--- src/rtl/fade_envelope_idle_timer_defines.svh ---
// Assertion macros shared by the fade envelope idle timer RTL.
`ifndef FADE_ENVELOPE_IDLE_TIMER_DEFINES_SVH
`define FADE_ENVELOPE_IDLE_TIMER_DEFINES_SVH

// Same-cycle implication, disabled during reset.
`define FET_ASSERT_IMPL(lbl, clk, rstn, ante, cons) \
    lbl: assert property (@(posedge clk) disable iff (!(rstn)) (ante) |-> (cons)) \
        else $error("fade envelope idle timer: check failed");

// Next-cycle implication, disabled during reset.
`define FET_ASSERT_NEXT(lbl, clk, rstn, ante, cons) \
    lbl: assert property (@(posedge clk) disable iff (!(rstn)) (ante) |=> (cons)) \
        else $error("fade envelope idle timer: check failed");

`endif

--- src/rtl/fet_pkg.sv ---
// Types and constants for the fade envelope idle timer.
`default_nettype none
package fet_pkg;

    localparam int FADE_W    = 16;
    localparam int PEAK_W    = 8;
    localparam int CFG_W     = 32;
    localparam int ADDR_W    = 4;
    localparam int NUM_W     = FADE_W + PEAK_W;
    localparam int REM_W     = FADE_W;
    localparam int DIV_STEPS = NUM_W;
    localparam int CNT_W     = $clog2(DIV_STEPS);

    // Register indexes (word address bits)
    localparam logic [1:0] REG_FADE_TIME    = 2'd0;
    localparam logic [1:0] REG_CYCLE_LENGTH = 2'd1;
    localparam logic [1:0] REG_IDLE_LIMIT   = 2'd2;
    localparam logic [1:0] REG_VOLUME_PEAK  = 2'd3;

    // Request codes
    localparam logic REQ_ENTER = 1'b0;
    localparam logic REQ_TICK  = 1'b1;

    localparam logic [FADE_W-1:0] RST_FADE_TIME    = 16'd2000;
    localparam logic [CFG_W-1:0]  RST_CYCLE_LENGTH = 32'd60000;
    localparam logic [CFG_W-1:0]  RST_IDLE_LIMIT   = 32'd30000;
    localparam logic [PEAK_W-1:0] RST_VOLUME_PEAK  = 8'd7;

    typedef struct packed {
        logic [FADE_W-1:0] fade_time;
        logic [CFG_W-1:0]  cycle_length;
        logic [CFG_W-1:0]  idle_limit;
        logic [PEAK_W-1:0] volume_peak;
    } cfg_t;

    typedef enum logic [3:0] {
        ST_IDLE,
        ST_IDLE_SUB,
        ST_IDLE_CMP,
        ST_MUS_SUB,
        ST_MUS_CMP,
        ST_FADE_CMP,
        ST_CYC_CMP,
        ST_REST_SUB,
        ST_REST_CMP,
        ST_MUL,
        ST_DIV,
        ST_DONE
    } state_t;

endpackage
`default_nettype wire

--- src/rtl/fet_cfg.sv ---
// APB configuration registers of the fade envelope idle timer.
`default_nettype none
module fet_cfg import fet_pkg::*; (
    input  wire logic              aclk,
    input  wire logic              aresetn,
    input  wire logic              psel,
    input  wire logic              penable,
    input  wire logic              pwrite,
    input  wire logic [ADDR_W-1:0] paddr,
    input  wire logic [CFG_W-1:0]  pwdata,
    output logic      [CFG_W-1:0]  prdata,
    output logic                   pready,
    output cfg_t                   cfg
);

    cfg_t cfg_reg;
    logic wr_en;

    assign pready = 1'b1;
    assign wr_en  = psel && penable && pwrite;
    assign cfg    = cfg_reg;

    // Write registers on the access cycle
    always_ff @(posedge aclk) begin
        if (!aresetn) begin
            cfg_reg.fade_time    <= RST_FADE_TIME;
            cfg_reg.cycle_length <= RST_CYCLE_LENGTH;
            cfg_reg.idle_limit   <= RST_IDLE_LIMIT;
            cfg_reg.volume_peak  <= RST_VOLUME_PEAK;
        end else if (wr_en) begin
            unique case (paddr[3:2])
                REG_FADE_TIME:    cfg_reg.fade_time    <= pwdata[FADE_W-1:0];
                REG_CYCLE_LENGTH: cfg_reg.cycle_length <= pwdata;
                REG_IDLE_LIMIT:   cfg_reg.idle_limit   <= pwdata;
                REG_VOLUME_PEAK:  cfg_reg.volume_peak  <= pwdata[PEAK_W-1:0];
                default:          cfg_reg.volume_peak  <= cfg_reg.volume_peak;
            endcase
        end
    end

    // Return the addressed register
    always_comb begin
        unique case (paddr[3:2])
            REG_FADE_TIME:    prdata = CFG_W'(cfg_reg.fade_time);
            REG_CYCLE_LENGTH: prdata = cfg_reg.cycle_length;
            REG_IDLE_LIMIT:   prdata = cfg_reg.idle_limit;
            REG_VOLUME_PEAK:  prdata = CFG_W'(cfg_reg.volume_peak);
            default:          prdata = '0;
        endcase
    end

endmodule
`default_nettype wire

--- src/rtl/fet_sub.sv ---
// Shared subtractor with borrow, used for elapsed times, compares and division steps.
`default_nettype none
module fet_sub #(
    parameter int W = 32
) (
    input  wire logic [W-1:0] a,
    input  wire logic [W-1:0] b,
    output logic      [W-1:0] diff,
    output logic              borrow
);

    logic [W:0] full;

    // Borrow out is the extra top bit of the widened difference
    assign full   = {1'b0, a} - {1'b0, b};
    assign diff   = full[W-1:0];
    assign borrow = full[W];

endmodule
`default_nettype wire

--- src/rtl/fet_core.sv ---
// Sequencer and datapath: stamps, idle and cycle checks, envelope and serial divide.
`default_nettype none
`include "fade_envelope_idle_timer_defines.svh"
module fet_core import fet_pkg::*; #(
    parameter int TIME_WIDTH = 32
) (
    input  wire logic         aclk,
    input  wire logic         aresetn,
    input  wire logic         s_valid,
    output logic              s_ready,
    input  wire logic         s_req_type,
    input  wire logic [31:0]  s_now_time,
    input  wire logic         s_user_activity,
    output logic              m_valid,
    input  wire logic         m_ready,
    output logic              m_restart,
    output logic              m_attract,
    output logic [PEAK_W-1:0] m_volume,
    input  wire cfg_t         cfg,
    output logic [((TIME_WIDTH > CFG_W) ? TIME_WIDTH : CFG_W)-1:0] sub_a,
    output logic [((TIME_WIDTH > CFG_W) ? TIME_WIDTH : CFG_W)-1:0] sub_b,
    input  wire logic [((TIME_WIDTH > CFG_W) ? TIME_WIDTH : CFG_W)-1:0] sub_diff,
    input  wire logic         sub_borrow
);

    localparam int SW = (TIME_WIDTH > CFG_W) ? TIME_WIDTH : CFG_W;

    state_t state_reg, state_next;

    logic [TIME_WIDTH-1:0] now_reg;
    logic [TIME_WIDTH-1:0] music_stamp_reg;
    logic [TIME_WIDTH-1:0] idle_stamp_reg;
    logic [TIME_WIDTH-1:0] elap_reg;
    logic [CFG_W-1:0]      rest_reg;
    logic [FADE_W-1:0]     t_reg;
    logic [NUM_W-1:0]      num_reg;
    logic [REM_W-1:0]      rem_reg;
    logic [CNT_W-1:0]      cnt_reg;
    logic                  restart_reg;
    logic                  attract_reg;
    logic [PEAK_W-1:0]     vol_reg;
    logic                  m_valid_reg;
    logic                  m_restart_reg;
    logic                  m_attract_reg;
    logic [PEAK_W-1:0]     m_volume_reg;

    logic [TIME_WIDTH-1:0] now_in;
    logic [REM_W:0]        trial;
    logic                  in_fire;
    logic                  out_free;
    logic                  div_last;

    assign now_in   = TIME_WIDTH'(s_now_time);
    assign trial    = {rem_reg, num_reg[NUM_W-1]};
    assign in_fire  = s_valid && s_ready;
    assign out_free = !m_valid_reg || m_ready;
    assign div_last = (cnt_reg == CNT_W'(DIV_STEPS - 1));

    assign m_valid   = m_valid_reg;
    assign m_restart = m_restart_reg;
    assign m_attract = m_attract_reg;
    assign m_volume  = m_volume_reg;

    // Next state
    always_comb begin
        state_next = state_reg;
        unique case (state_reg)
            ST_IDLE:     if (in_fire && (s_req_type == REQ_TICK)) state_next = ST_IDLE_SUB;
            ST_IDLE_SUB: state_next = ST_IDLE_CMP;
            ST_IDLE_CMP: state_next = ST_MUS_SUB;
            ST_MUS_SUB:  state_next = ST_MUS_CMP;
            ST_MUS_CMP:  state_next = ST_FADE_CMP;
            ST_FADE_CMP: state_next = sub_borrow ? ST_MUL : ST_CYC_CMP;
            ST_CYC_CMP:  state_next = sub_borrow ? ST_REST_SUB : ST_DONE;
            ST_REST_SUB: state_next = ST_REST_CMP;
            ST_REST_CMP: state_next = sub_borrow ? ST_MUL : ST_DONE;
            ST_MUL:      state_next = ST_DIV;
            ST_DIV:      if (div_last) state_next = ST_DONE;
            ST_DONE:     if (out_free) state_next = ST_IDLE;
            default:     state_next = ST_IDLE;
        endcase
    end

    // Outputs: ready and shared subtractor operands
    always_comb begin
        s_ready = (state_reg == ST_IDLE);
        sub_a   = '0;
        sub_b   = '0;
        unique case (state_reg)
            ST_IDLE_SUB: begin
                sub_a = SW'(now_reg);
                sub_b = SW'(idle_stamp_reg);
            end
            ST_IDLE_CMP: begin
                sub_a = SW'(elap_reg);
                sub_b = SW'(cfg.idle_limit);
            end
            ST_MUS_SUB: begin
                sub_a = SW'(now_reg);
                sub_b = SW'(music_stamp_reg);
            end
            ST_MUS_CMP, ST_CYC_CMP: begin
                sub_a = SW'(elap_reg);
                sub_b = SW'(cfg.cycle_length);
            end
            ST_FADE_CMP: begin
                sub_a = SW'(elap_reg);
                sub_b = SW'(cfg.fade_time);
            end
            ST_REST_SUB: begin
                sub_a = SW'(cfg.cycle_length);
                sub_b = SW'(elap_reg);
            end
            ST_REST_CMP: begin
                sub_a = SW'(rest_reg);
                sub_b = SW'(cfg.fade_time);
            end
            ST_DIV: begin
                sub_a = SW'(trial);
                sub_b = SW'(cfg.fade_time);
            end
            default: begin
                sub_a = '0;
                sub_b = '0;
            end
        endcase
    end

    // Control registers
    always_ff @(posedge aclk) begin
        if (!aresetn) begin
            state_reg       <= ST_IDLE;
            m_valid_reg     <= 1'b0;
            music_stamp_reg <= '0;
            idle_stamp_reg  <= '0;
        end else begin
            state_reg <= state_next;
            if (state_reg == ST_DONE && out_free) begin
                m_valid_reg <= 1'b1;
            end else if (m_ready) begin
                m_valid_reg <= 1'b0;
            end
            // Load stamps on enter, restart idle stamp on activity
            if (in_fire) begin
                if (s_req_type == REQ_ENTER) begin
                    music_stamp_reg <= now_in;
                    idle_stamp_reg  <= now_in;
                end else if (s_user_activity) begin
                    idle_stamp_reg  <= now_in;
                end
            end
            // Restart music cycle once elapsed time reaches the cycle length
            if (state_reg == ST_MUS_CMP && !sub_borrow) begin
                music_stamp_reg <= now_reg;
            end
        end
    end

    // Datapath registers
    always_ff @(posedge aclk) begin
        unique case (state_reg)
            ST_IDLE: begin
                if (in_fire) begin
                    now_reg     <= now_in;
                    restart_reg <= 1'b0;
                end
            end
            ST_IDLE_SUB: elap_reg <= sub_diff[TIME_WIDTH-1:0];
            ST_IDLE_CMP: attract_reg <= !sub_borrow;
            ST_MUS_SUB:  elap_reg <= sub_diff[TIME_WIDTH-1:0];
            ST_MUS_CMP: begin
                if (!sub_borrow) begin
                    restart_reg <= 1'b1;
                    elap_reg    <= '0;
                end
            end
            ST_FADE_CMP: t_reg <= elap_reg[FADE_W-1:0];
            ST_CYC_CMP:  vol_reg <= '0;
            ST_REST_SUB: rest_reg <= sub_diff[CFG_W-1:0];
            ST_REST_CMP: begin
                t_reg   <= rest_reg[FADE_W-1:0];
                vol_reg <= cfg.volume_peak;
            end
            ST_MUL: begin
                num_reg <= NUM_W'(t_reg) * NUM_W'(cfg.volume_peak);
                rem_reg <= '0;
                cnt_reg <= '0;
            end
            // One restoring division step: quotient bits shift into num_reg
            ST_DIV: begin
                rem_reg <= sub_borrow ? trial[REM_W-1:0] : sub_diff[REM_W-1:0];
                num_reg <= {num_reg[NUM_W-2:0], !sub_borrow};
                cnt_reg <= cnt_reg + CNT_W'(1);
                if (div_last) begin
                    vol_reg <= {num_reg[PEAK_W-2:0], !sub_borrow};
                end
            end
            ST_DONE: begin
                if (out_free) begin
                    m_restart_reg <= restart_reg;
                    m_attract_reg <= attract_reg;
                    m_volume_reg  <= vol_reg;
                end
            end
            default: begin
                vol_reg <= vol_reg;
            end
        endcase
    end

    `FET_ASSERT_NEXT(a_enter_no_work, aclk, aresetn, in_fire && (s_req_type == REQ_ENTER), state_reg == ST_IDLE)
    `FET_ASSERT_NEXT(a_tick_starts, aclk, aresetn, in_fire && (s_req_type == REQ_TICK), state_reg == ST_IDLE_SUB)
    `FET_ASSERT_IMPL(a_vol_peak, aclk, aresetn, m_valid_reg, m_volume_reg <= cfg.volume_peak)
    `FET_ASSERT_IMPL(a_restart_silent, aclk, aresetn, m_valid_reg && m_restart_reg && (cfg.fade_time != '0), m_volume_reg == '0)

endmodule
`default_nettype wire

--- src/rtl/fade_envelope_idle_timer.sv ---
// Top level of the fade envelope idle timer.
//
//   channel  direction  handshake              payload
//   s_       in         s_valid / s_ready      s_req_type, s_now_time, s_user_activity
//   m_       out        m_valid / m_ready      m_restart, m_attract, m_volume
//   apb      in         psel, penable, pready  paddr, pwdata, prdata
//
// An enter transaction only loads the stamps and gives no result.
// A tick transaction makes five checks through the shared subtractor, up to three more
// for the fade-out, then, when fading in or out, one multiply and 24 restoring divide steps.
// The 24-step divide on the shared subtractor sets the worst case.
// s_ready is high only while the sequencer is idle; a finished result waits in the
// output register, and the next transaction is taken while it waits.
// aresetn is synchronous, active low; it restores register defaults and clears both stamps.
`default_nettype none
module fade_envelope_idle_timer import fet_pkg::*; #(
    parameter int TIME_WIDTH = 32
) (
    input  wire logic              aclk,
    input  wire logic              aresetn,
    input  wire logic              s_valid,
    output logic                   s_ready,
    input  wire logic              s_req_type,
    input  wire logic [31:0]       s_now_time,
    input  wire logic              s_user_activity,
    output logic                   m_valid,
    input  wire logic              m_ready,
    output logic                   m_restart,
    output logic                   m_attract,
    output logic [PEAK_W-1:0]      m_volume,
    input  wire logic              psel,
    input  wire logic              penable,
    input  wire logic              pwrite,
    input  wire logic [ADDR_W-1:0] paddr,
    input  wire logic [CFG_W-1:0]  pwdata,
    output logic      [CFG_W-1:0]  prdata,
    output logic                   pready
);

    localparam int SW = (TIME_WIDTH > CFG_W) ? TIME_WIDTH : CFG_W;

    cfg_t          cfg;
    logic [SW-1:0] sub_a;
    logic [SW-1:0] sub_b;
    logic [SW-1:0] sub_diff;
    logic          sub_borrow;

    // Register block
    fet_cfg u_cfg (
        .aclk    (aclk),
        .aresetn (aresetn),
        .psel    (psel),
        .penable (penable),
        .pwrite  (pwrite),
        .paddr   (paddr),
        .pwdata  (pwdata),
        .prdata  (prdata),
        .pready  (pready),
        .cfg     (cfg)
    );

    // Shared subtract unit
    fet_sub #(.W(SW)) u_sub (
        .a      (sub_a),
        .b      (sub_b),
        .diff   (sub_diff),
        .borrow (sub_borrow)
    );

    // Sequencer and datapath
    fet_core #(.TIME_WIDTH(TIME_WIDTH)) u_core (
        .aclk            (aclk),
        .aresetn         (aresetn),
        .s_valid         (s_valid),
        .s_ready         (s_ready),
        .s_req_type      (s_req_type),
        .s_now_time      (s_now_time),
        .s_user_activity (s_user_activity),
        .m_valid         (m_valid),
        .m_ready         (m_ready),
        .m_restart       (m_restart),
        .m_attract       (m_attract),
        .m_volume        (m_volume),
        .cfg             (cfg),
        .sub_a           (sub_a),
        .sub_b           (sub_b),
        .sub_diff        (sub_diff),
        .sub_borrow      (sub_borrow)
    );

endmodule
`default_nettype wire

--- config.mk ---
export PLATFORM = sky130hd
export DESIGN_NAME = fade_envelope_idle_timer
export DESIGN_NICKNAME = d
export VERILOG_FILES = /design/src/rtl/fet_pkg.sv /design/src/rtl/fet_cfg.sv /design/src/rtl/fet_sub.sv /design/src/rtl/fet_core.sv /design/src/rtl/fade_envelope_idle_timer.sv
export VERILOG_INCLUDE_DIRS = /design/src /design/src/rtl
export SDC_FILE = /design/constraint.sdc
export NUM_CORES = 1
export LEC_CHECK = 0
export ABC_AREA = 1
export BUFFER_PORTS_ARGS = -buffer_cell sky130_fd_sc_hd__buf_2
export CAP_MARGIN = 15
export CORE_AREA = 2 2 199 201
export CTS_CLUSTER_SIZE = 30
export DETAILED_ROUTE_END_ITERATION = 6
export DIE_AREA = 0 0 201 203
export PLACE_DENSITY = 0.72
export SYNTH_ARGS = -nofsm -noshare
export SYNTH_HDL_FRONTEND = slang
export SYNTH_SLANG_ARGS = --single-unit
--- constraint.sdc ---
create_clock -name aclk -period 6.35 [get_ports aclk]
set_clock_uncertainty 0.1 [all_clocks]
set_input_delay 0.3175 -clock aclk [delete_from_list [all_inputs] [get_ports aclk]]
set_output_delay 0.3175 -clock aclk [all_outputs]
set_load 0.05 [all_outputs]
==> results of run 1 <==
[cell usage after synthesis (8+ instances only)]
cell / instances / area, um2
a211oi_1: 12 / 90.1
a21oi_1: 162 / 811
a21oi_2: 12 / 105
a221oi_1: 13 / 114
a22oi_1: 29 / 218
a31oi_1: 21 / 131
buf_2: 19 / 95.1
clkbuf_1: 96 / 360
dfxtp_1: 157 / 3140
edfxtp_1: 177 / 5320
fa_1: 85 / 1700
ha_1: 77 / 963
inv_1: 399 / 1500
inv_2: 10 / 37.5
nand2_1: 571 / 2140
nand2_2: 18 / 113
nand3_1: 75 / 375
nand3b_1: 8 / 60.1
nand4_1: 30 / 188
nor2_1: 261 / 980
nor3_1: 29 / 145
o2111ai_1: 18 / 158
o211ai_1: 34 / 255
o21ai_0: 198 / 991
o22ai_1: 26 / 163
xnor2_1: 19 / 166
xor2_1: 18 / 158
[logic make-up (layout without fill, tap and decap cells)]
logic type               after synthesis  in the layout  share of synthesized area
AND/OR/NAND/NOR                     1009           1009                      0.197
AO/OA/AOI/OAI                        556            556                      0.157
buffers and inverters                542            696                      0.100
flip-flops                           334            334                      0.403
adder cells (fa/ha/maj)              162            162                      0.127
XOR/XNOR                              37             37                     0.0154
other                                  1              1                   0.000179
[critical path, stage by stage, from the launching register on]
cell	delay [ps]
dfxtp_1	770
nand2_1	170
fa_1	540
fa_1	560
inv_1	60
fa_1	530
inv_1	50
fa_1	530
inv_1	40
ha_1	360
nand2_1	150
o21ai_0	330
nor2_1	130
o21ai_0	460
nand3_1	220
nand2_1	100
nand2_1	50
nand3_1	60
nand2_1	50
[through the flow]
stage          hold WS [ps]  std cells  setup slack (ps)
2_1_floorplan           300       2641              1470
3_3_place_gp            302       3177              1110
3_5_place_dp            309       3177               985
4_1_cts                30.1       3313               977
5_1_grt                59.2       3313               545
6_report               41.7       3313               841
[power breakdown]
part	total, mW	internal [mW]	switching (mW)	leakage [nW]
logic	2.16	0.662	1.50	7.34
clock network	2.24	1.29	0.954	0.618
registers	2.61	2.53	0.0787	2.92
[worst min path at each step]
stage	slack, ps	endpoint	start	depth (start not counted)
final	40	u_core.m_valid	m_ready	4
after global routing	60	u_core.m_valid	m_ready	4
after CTS	30	u_core.m_valid	m_ready	4
after detailed placement	310	u_core.m_volume[5]	u_core.vol_reg[5]	0
after global placement	300	u_core.m_volume[7]	u_core.vol_reg[7]	0
after floorplan	300	u_core.m_attract	u_core.attract_reg	0
[layer usage]
| metal | vias up | global-route usage |
|---|---|---|
| met4 | 0 | 0.201 |
| met1 | 9205 | 0.418 |
| li1 | 8900 | - |
| met3 | 242 | 0.0482 |
| met5 | - | 0 |
| met2 | 972 | 0.556 |
[layout make-up]
| cell class | instances | area [um2] |
|---|---|---|
| fill | 3347 | 14600 |
| clock inverter | 19 | 183 |
| clock buffer | 53 | 1080 |
| inverter | 410 | 1540 |
| sequential | 334 | 8460 |
| multi-input combinational | 1765 | 10400 |
| timing repair buffer | 214 | 1500 |
| tap | 518 | 648 |
==> out/results.txt, run 1 <==
Synth async-reset ratio = 0
Period minus WS final = 5510 ps
post-cts sizing count = 0
cell area after layout = 23800 um2
Core Util, Final = 0.620
Setup TNS = 0 ps
final hold violations = 0
CP Capture Type = flip-flop
Remaining DRCs = 0
max reg flops = 88
share of the yosys chip area belonging to registers = 0.403
Tcrit/Tclk final = 0.868
Post-Syn Nets = 2880
placeable core area = 38500 um2
reg-to-reg startpoint = u_cfg.cfg[7]
Setup crit start = u_cfg.cfg[7]
Starting Density = 0.545
synthesized area per cell = 7.94 um2
CP Class = reg2reg
crit start category = flip-flop
HPWL after detailed placement = 48.9 mm
row cnt = 72
via count = 19300
routed wl met3 = 5.47 mm
synthesized area = 21000 um2
R2R Setup Slk = 840 ps
status = completed
Nets = 3003
later-pin clock latency in the skew report = 580 ps
Area growth, synth to finish = 13.7%
Hold Path Class = in2reg
hold_buf cts = 64
Max IR drop VDD = 0.328 mV
pin count of the biggest net entering global routing = 73
num ports = 122
WL met1 = 26.5 mm
first-pass GRT wire length = 105 mm
Top Metal Used = met4
initial antenna violation count = 0
post-synthesis cell count = 2641
CTS tree = done
crit path max fanout = 17
number of global-route vias before repair = 18900
Slew @ Worst Pin = 1140 ps
Slew HR = 0.237
Root Buffer = clkbuf_16
die width = 201 um
Max Slew Vio Count = 0
die footprint = 40800 um2
Reg2Reg Depth = 18
overall die height = 203 um
via/cell ratio = 5.83
Max Buffers Root-to-Sink = 3
Post-CTS Setup Inserts = 0
Ys Warns = 0
Seq cells post-synth = 334
Synth Flop Type = edfxtp_1
Clk pin slew, worst setup/hold paths = 60 ps
grt total ovfl = 0
layout cells sized above 1 = 0.0952
CTS Buf Count = 39
number of synthesized flops with an enable pin = 177
worst r2r dst = u_core.num_reg[19]
Inserted Diodes = 0
Pwr Density = 294 nW/um2
drt initial violations = 2254
Post-Place Cell Area = 21900 um2
commonest non-fill, non-tap cell in the layout = nand2_1
CTS H-tree depth = 2
Final GP Congestion = 0.972
critical path endpoint = u_core.num_reg[19]
overall routed net length = 68.4 mm
met2 wire length = 31.9 mm
commonest cells after routing, fill and taps aside = nand2_1, inv_1, nor2_1, o21ai_0, edfxtp_1
total power = 7.02 mW
Netlist cell types = 52
Max-cap violations = 0
Setup violations, final = 0
RSZ-0062 raised after global routing = no
1st-pass router iterations = 6
antenna-violating nets left = 0
WP data required = 6570 ps
PortBufs = 118
Pleak = 10.9 nW
Max Clk Rate = 0.182 GHz
wire length per cell = 20.6 um
CTS sink count = 334
GRT Total Usage = 0.335
CP Data Arrival Time = 5730 ps
Note: power is estimated with default switching activity, not from simulation.
==> run 2, diff against run 1 <==
--- a/config.mk
+++ b/config.mk
@@ -9,11 +9,14 @@
 export ABC_AREA = 1
 export BUFFER_PORTS_ARGS = -buffer_cell sky130_fd_sc_hd__buf_2
 export CAP_MARGIN = 15
-export CORE_AREA = 2 2 199 201
+export CELL_PAD_IN_SITES_DETAIL_PLACEMENT = 1
+export CELL_PAD_IN_SITES_GLOBAL_PLACEMENT = 2
+export CORE_AREA = 2 2 233 235
 export CTS_CLUSTER_SIZE = 30
 export DETAILED_ROUTE_END_ITERATION = 6
-export DIE_AREA = 0 0 201 203
-export PLACE_DENSITY = 0.72
+export DIE_AREA = 0 0 235 237
+export PLACE_DENSITY_LB_ADDON = 0.1
+export SKIP_CTS_REPAIR_TIMING = 1
 export SYNTH_ARGS = -nofsm -noshare
 export SYNTH_HDL_FRONTEND = slang
 export SYNTH_SLANG_ARGS = --single-unit
==> constraint.sdc (replaced) <==
create_clock -name aclk -period 6.7 [get_ports aclk]
set_clock_uncertainty 0.1 [all_clocks]
set_input_delay 0.335 -clock aclk [delete_from_list [all_inputs] [get_ports aclk]]
set_output_delay 0.335 -clock aclk [all_outputs]
set_load 0.05 [all_outputs]
==> run 2 against run 1 <==
The run now ends with negative hold slack left. First-iteration DRC count shrank 48%. Clock-buffer cell count grew 2. Routed wire length grew 18%. Sequential share of layout area shrank 0.64 points. Hold slack lost 73 ps. Highest routed layer unchanged.
==> out/results.txt, run 2 (synthesis results as in run 1) <==
Final GP Congestion = 0.905
WP data required = 6940 ps
Starting Density = 0.394
Tcrit/Tclk final = 0.805
crit start category = flip-flop
Pleak = 11.0 nW
pin count of the biggest net entering global routing = 76
Reg2Reg Depth = 18
placeable core area = 53300 um2
initial antenna violation count = 1
crit path max fanout = 17
via/cell ratio = 5.44
Slew HR = 0.348
antenna-violating nets left = 0
drt initial violations = 1169
CP max-delay cell = dfxtp_1
first-pass GRT wire length = 122 mm
Post-Place Cell Area = 22200 um2
GRT Total Usage = 0.287
crit-path most repeated cell = nand2_1
clock network power share = 0.338
worst hold stages = 3
Nets = 3017
Period minus WS final = 5390 ps
PortBufs = 118
Area growth, synth to finish = 15.8%
commonest non-fill, non-tap cell in the layout = nand2_1
later-pin clock latency in the skew report = 590 ps
Clk pin slew, worst setup/hold paths = 60 ps
die width = 235 um
CP Data Arrival Time = 5630 ps
1st-pass router iterations = 6
failing checks = negative hold slack
R2R Setup Slk = 1310 ps
hold slack final = -31.8 ps
overall routed net length = 80.8 mm
cell count along the critical path = 18
commonest cells after routing, fill and taps aside = nand2_1, inv_1, nor2_1, o21ai_0, edfxtp_1
CTS tree = done
status = finished, violations left
Top delay family on crit path = adder cells
die footprint = 55700 um2
via count = 19100
Max Buffers Root-to-Sink = 3
CTS sink count = 334
Slew @ Worst Pin = 977 ps
Pwr Density = 287 nW/um2
CP Buf/Inv Count = 3
overall die height = 237 um
reg-to-reg startpoint = u_cfg.cfg[7]
layout cells sized above 1 = 0.0997
CTS Buf Count = 41
worst r2r dst = u_core.num_reg[19]
critical path cell sequence = nand2_1 -> fa_1 -> fa_1 -> inv_1 -> fa_1 -> inv_1 -> fa_1 -> inv_1 -> ha_1 -> nand2_1 -> o21ai_0 -> nor2_1 -> o21ai_0 -> nand3_1 -> nand2_1 -> nand2_1 -> nand3_1 -> nand2_1
CP Class = reg2reg
Remaining DRCs = 0
Setup violations, final = 0
cell area after layout = 24300 um2
Max-cap violations = 0
number of global-route vias before repair = 19900
CTS H-tree depth = 2
Max IR drop VDD = 0.236 mV
Root Buffer = clkbuf_16
Sw Pwr = 2.52 mW
CP Capture Type = flip-flop
combinational power share = 0.307
final hold violations = 4
HPWL after detailed placement = 59.9 mm
Sw Share = 0.362
num ports = 122
grt total ovfl = 0
max reg flops = 88
wire length per cell = 23.0 um
slowest stage delay, CP = 790 ps
Setup TNS = 0 ps
Setup crit start = u_cfg.cfg[7]
Max Clk Rate = 0.185 GHz
row cnt = 85
Hold Path Class = in2reg
Inserted Diodes = 0
critical path endpoint = u_core.num_reg[19]
Max Slew Vio Count = 0
internal power = 4.44 mW
RSZ-0062 raised after global routing = no
sequential group share of total power = 0.355
-- run 2: worst min-delay path, delay by kind of cell --
family | cells | cell delay, ps
buffers and inverters | 1 | 80
AOI/OAI and AO/OA | 2 | 190
-- run 2: worst min-delay path by stage --
stage                                  start                 end
final                             pwdata[22]       u_cfg.cfg[30]
after global routing              pwdata[22]       u_cfg.cfg[30]
after CTS                     s_now_time[21]  u_core.now_reg[21]
after detailed placement  u_core.attract_reg    u_core.m_attract
after global placement    u_core.attract_reg    u_core.m_attract
after floorplan           u_core.attract_reg    u_core.m_attract
-- run 2: power groups by stage --
| stage | Clock (mW) | Sequential (mW) | Combinational [mW] |
|---|---|---|---|
| floorplan | 0 | 2.48 | 1.41 |
| global placement | 0 | 2.50 | 2.02 |
| detailed placement | 0 | 2.51 | 2.07 |
| CTS | 2.39 | 2.47 | 2.09 |
| global route | 2.47 | 2.48 | 2.34 |
| finish | 2.36 | 2.47 | 2.14 |
-- run 2: per-stage QoR --
| step | hold WS, ps | worst slack, ps | instances | util | total power, mW |
|---|---|---|---|---|---|
| finish | -31.8 | 1310 | 3505 | 0.456 | 6.96 |
| floorplan | 300 | 1820 | 2641 | - | 3.89 |
| CTS | -184 | 1320 | 3442 | 0.444 | 6.95 |
| global placement | 307 | 1410 | 3368 | 0.418 | 4.53 |
| global route | 8.82 | 965 | 3505 | 0.456 | 7.29 |
| detailed placement | 306 | 1330 | 3368 | 0.418 | 4.58 |
-- run 2: cell type report --
type / instances / area (um2)
multi-input combinational: 1765 / 10500
tap: 696 / 871
inverter: 410 / 1540
clock inverter: 19 / 310
sequential: 334 / 8460
clock buffer: 55 / 1100
timing repair buffer: 226 / 1560
fill: 6451 / 29000
-- run 2: layer usage --
metal  up-vias  GRT usage  part of all wire
met5         -          0                 0
met4         0      0.128             0.048
met3       136     0.0326             0.036
met2       423      0.507              0.50
met1      9581      0.352              0.42
li1       8923          -                 -
